===== src/sv/gde_pkg.sv =====
// types and constants shared by the grouped dictionary encoder
package gde_pkg;

	localparam int VALUE_W  = 32;
	localparam int DICT_W   = 6;
	localparam int STATUS_W = 2;

	localparam logic ACT_LATCH  = 1'b0;
	localparam logic ACT_ENCODE = 1'b1;

	typedef enum logic [STATUS_W-1:0] {
		ST_FOUND = 2'd0,
		ST_ADDED = 2'd1,
		ST_FULL  = 2'd2,
		ST_RANGE = 2'd3
	} status_e_t;

	typedef enum logic [2:0] {
		CS_CLEAR,
		CS_IDLE,
		CS_LOAD,
		CS_SCAN,
		CS_EMIT
	} ctrl_state_t;

	typedef struct packed {
		logic               action;
		logic [VALUE_W-1:0] value;
	} item_t;

	typedef struct packed {
		logic [DICT_W-1:0] dict_position;
		status_e_t         status;
	} result_t;

	typedef struct packed {
		logic      clear;
		logic      latch;
		logic      load_grp;
		logic      load_fill;
		logic      scan;
		logic      append;
		logic      set_res;
		status_e_t res_status;
		logic      load_out;
	} cmd_t;

	typedef struct packed {
		logic clr_last;
		logic in_range;
		logic hit;
		logic scan_done;
		logic full;
		logic out_free;
	} sts_t;

endpackage


===== src/sv/gde_ctrl.sv =====
// controller state machine for the grouped dictionary encoder
module gde_ctrl (
	input  logic          clk,
	input  logic          arst_n,
	input  logic          item_valid,
	input  logic          item_action,
	output logic          item_ready,
	input  gde_pkg::sts_t sts,
	output gde_pkg::cmd_t cmd
);
	import gde_pkg::*;

	ctrl_state_t state_q, state_d;

	always_ff @(posedge clk or negedge arst_n) begin
		if (!arst_n) begin
			state_q <= CS_CLEAR;
		end else begin
			state_q <= state_d;
		end
	end

	always_comb begin
		state_d        = state_q;
		item_ready     = 1'b0;
		cmd            = '0;
		cmd.res_status = ST_FOUND;
		unique case (state_q)
			CS_CLEAR: begin
				cmd.clear = 1'b1;
				if (sts.clr_last) begin
					state_d = CS_IDLE;
				end
			end
			CS_IDLE: begin
				item_ready = 1'b1;
				if (item_valid) begin
					if (item_action == ACT_LATCH) begin
						cmd.latch = 1'b1;
					end else if (!sts.in_range) begin
						cmd.set_res    = 1'b1;
						cmd.res_status = ST_RANGE;
						state_d        = CS_EMIT;
					end else begin
						cmd.load_grp = 1'b1;
						state_d      = CS_LOAD;
					end
				end
			end
			CS_LOAD: begin
				cmd.load_fill = 1'b1;
				state_d       = CS_SCAN;
			end
			CS_SCAN: begin
				cmd.scan = 1'b1;
				if (sts.hit) begin
					cmd.set_res    = 1'b1;
					cmd.res_status = ST_FOUND;
					state_d        = CS_EMIT;
				end else if (sts.scan_done) begin
					cmd.set_res = 1'b1;
					if (sts.full) begin
						cmd.res_status = ST_FULL;
					end else begin
						cmd.append     = 1'b1;
						cmd.res_status = ST_ADDED;
					end
					state_d = CS_EMIT;
				end
			end
			CS_EMIT: begin
				if (sts.out_free) begin
					cmd.load_out = 1'b1;
					state_d      = CS_IDLE;
				end
			end
			default: state_d = CS_CLEAR;
		endcase
	end

endmodule


===== config.mk =====
export PLATFORM = sky130hd
export DESIGN_NAME = gde_ctrl
export DESIGN_NICKNAME = d
export VERILOG_FILES = /design/src/sv/gde_pkg.sv /design/src/sv/gde_ctrl.sv
export SDC_FILE = /design/constraint.sdc
export NUM_CORES = 1
export LEC_CHECK = 0
export BUFFER_PORTS_ARGS = -buffer_cell sky130_fd_sc_hd__buf_4
export CAP_MARGIN = 40
export CORE_AREA = 2 2 39 41
export CTS_BUF_LIST = sky130_fd_sc_hd__clkbuf_4 sky130_fd_sc_hd__clkbuf_8
export DETAILED_ROUTE_END_ITERATION = 16
export DIE_AREA = 0 0 41 43
export PLACE_DENSITY = 0.54
export SLEW_MARGIN = 20
export SYNTH_ARGS = -nofsm -noshare
export SYNTH_HDL_FRONTEND = slang
export SYNTH_SLANG_ARGS = --single-unit
export TNS_END_PERCENT = 10

===== constraint.sdc =====
create_clock -name clk -period 1.49 [get_ports clk]
set_input_delay 0.298 -clock clk [delete_from_list [all_inputs] [get_ports clk]]
set_output_delay 0.298 -clock clk [all_outputs]
set_load 0.01 [all_outputs]

==> metrics.cfg <==
[status]
outcome=finished, violations left
violations=setup timing

[worst_setup_path]
reg2reg_to=state_q[2]
max_stage_delay_ns=0.42
reg2reg_from=state_q[2]
crit_path_end_kind=output pin
critPathSlowestCell=or3_4
arrival_ns=1.64
cp-start-kind=flop
reg2reg_depth=3
critical_path.cell_chain=or3b_4 -> or3_4 -> o31ai_2 -> buf_4
regToRegSetupSlack_ns=0.11
critPathMaxFanout=4
crit_type=reg2out
cp.required_ns=1.19

[drt]
wl_um=860
antenna_left=0
first_pass_iters=4
drt_iter0_drc=4
wl_per_cell_um=10.8
drcViolationCount=0
vias=339
viasPerCell=4.24

[timing]
drv_slew=0
finalSetupViolations=8
tightest_slew_ns=0.258
finalSetupTns_ns=-2.03
min_period_ns=1.94
final-hold-violation-count=0
max_freq_mhz=516
fin_skew_ns=0.00321
relSlewSlack=0.826
worst_slack_ns=-0.447
grt_setup_unrepaired=yes
timing.final.crit_share=1.30

[layout]
reg_top3=state_q x3
nets=75
largest_reg_flops=3
nFillCells=145
utilization=0.393
syn_to_final_growth_pct=98.6
top_register=state_q
drive_gt1_frac=0.594
n_antenna_cell=0

[floorplan]
core-area_um2=1380
die-width_um=41
rows=14
start_util=0.198
die_y_um=43
io_pins=21
dieArea_um2=1760

[clocking]
cts.sinks=3
cts_tree=built
clock_latency_ns=0.23
cts_made_buffers=3
cts_root_buf=clkbuf_4
postCtsSetupRepairBufs=0
cts_buffer_depth=2
htree_levels=1
clk_pin_slew_ns=0.04

[pwr]
p_int_uw=531
power_switching_uw=326
comb_power_share=0.659
clock_power_share=0.189
ir_worst_vdd_uv=803
p_seq_frac=0.152
switching_share=0.380
power.leakage_nw=0.280
p_per_area_nw_per_um2=1570

[logic_synthesis]
yosysMostFrequentCell=nand2_1
synth_seq_cells=3
syn_inst=35
syn-num-nets=45
avgSynthCellArea_um2=7.83
synth_area_um2=274
synth-seq-area-share=0.274
synth_largest_area_cell=dfrtp_1
ys.warnings.count=0
synthTopCellsByArea=dfrtp_1, nand2b_1, nand2_1, nor3b_1, buf_6
synth_ff_type=dfrtp_1
synthArstFlopShare=1.00
yosys.cell_types.count=21
yosysTopAreaCellShare=0.274
synth_edf_count=0
synthTopCellsByCount=nand2_1, dfrtp_1, inv_1, nand2b_1, nor2_1

[placement]
port_buffers=20
gp_congestion=0.759
dp_hpwl_um=603
dp_slack_ns=-0.210

[hold_path]
holdCritStartpoint=sts[0]
min_to=state_q[2]
hold_depth=2
hp-class=in2reg

[grt]
antenna_found_initial=0
grt_pass1_wl_um=1440
first_global_vias=355
grt_usage=0.125
grt-ovfl-total=0
grt_start_max_net_pins=9

[run]
drv_cap=0

## area by class of cell
| cell class | instances | area, µm² | area share |
|---|---|---|---|
| repair buffers | 26 | 201 | 0.370 |
| inverters | 3 | 11.3 | 0.0207 |
| multi-input cells | 28 | 206 | 0.379 |
| clock buffers | 4 | 30.0 | 0.0552 |
| flip-flops and latches | 3 | 75.1 | 0.138 |
| well taps | 16 | 20.0 | 0.0368 |
## placed cells by master, fill, tap and decap left out
master	count
nor3_1	1
inv_1	3
mux2_2	1
o221ai_1	1
a22oi_1	1
or3b_4	1
clkbuf_4	4
or3_4	1
nor3b_1	1
buf_6	1
nor2_4	1
nand3_1	1
buf_4	24
nor2b_1	1
o31ai_2	1
nand2_1	4
o21ai_0	2
nand2b_1	2
nor3b_2	1
and3_1	1
nand3b_1	1
nor2_1	2
dlygate4sd3_1	1
nor3_2	1
o21ai_2	1
nand2b_4	1
dfrtp_1	3
a21oi_1	1
## metal layers
layer / up-vias / share of wire / routed length (µm) / global-route usage
li1: 181 / - / - / -
met1: 145 / 0.42 / 362 / 0.152
met2: 13 / 0.53 / 460 / 0.175
met3: 0 / 0.042 / 36 / 0.0314
met4: 0 / 0 / 0 / 0.100
met5: - / 0 / 0 / 0
## critical path, delay by kind of cell (launching register included)
family / cells / cell delay, ns
AOI/OAI and AO/OA: 1 / 0.07
buffers and inverters: 1 / 0.15
DFF: 1 / 0.37
and+or+nand+nor: 2 / 0.82
## through the flow
| stage | cells | hold slack, ns | cell area [µm²] | total power [mW] |
|---|---|---|---|---|
| 4_1_cts | 80 | 0.322 | 539 | 0.846 |
| 3_3_place_gp | 75 | 0.0878 | 483 | 0.661 |
| 6_report | 80 | 0.328 | 544 | 0.856 |
| 3_5_place_dp | 75 | 0.0870 | 483 | 0.658 |
| 5_1_grt | 80 | 0.359 | 544 | 0.930 |
| 2_1_floorplan | 35 | 0.00241 | 287 | 0.413 |
## how the worst max path moves through the flow
stage	to	slack [ns]	depth (start not counted)	startpoint
after floorplan	cmd[2]	-0.19	4	state_q[2]
after global placement	cmd[2]	-0.19	4	state_q[2]
after detailed placement	cmd[2]	-0.21	4	state_q[2]
after CTS	cmd[2]	-0.46	4	state_q[2]
after global routing	cmd[2]	-0.49	4	state_q[2]
final	cmd[2]	-0.45	4	state_q[2]
## power groups by stage
stage	clock (mW)	sequential (mW)	combinational [mW]
floorplan	0	0.149	0.264
global placement	0	0.132	0.529
detailed placement	0	0.131	0.527
CTS	0.167	0.131	0.549
global route	0.170	0.134	0.626
finish	0.162	0.130	0.565
## cells by family (layout without fill, tap and decap cells)
kind of cell / Yosys count / after routing / synth area share
AOI/OAI and AO/OA: 7 / 7 / 0.174
DFF: 3 / 3 / 0.274
buffers and inverters: 4 / 33 / 0.0822
muxes: 1 / 1 / 0.0411
and+or+nand+nor: 20 / 20 / 0.429
## timing repair
| action | in CTS | in global routing |
|---|---|---|
| endpoints found under the hold margin | 3 | 0 |
| gates resized for setup | 4 | 1 |
| setup endpoints to repair | 9 | 9 |
| hold buffers | 1 | 0 |
No activity file was read; power rests on OpenSTA's default activity.
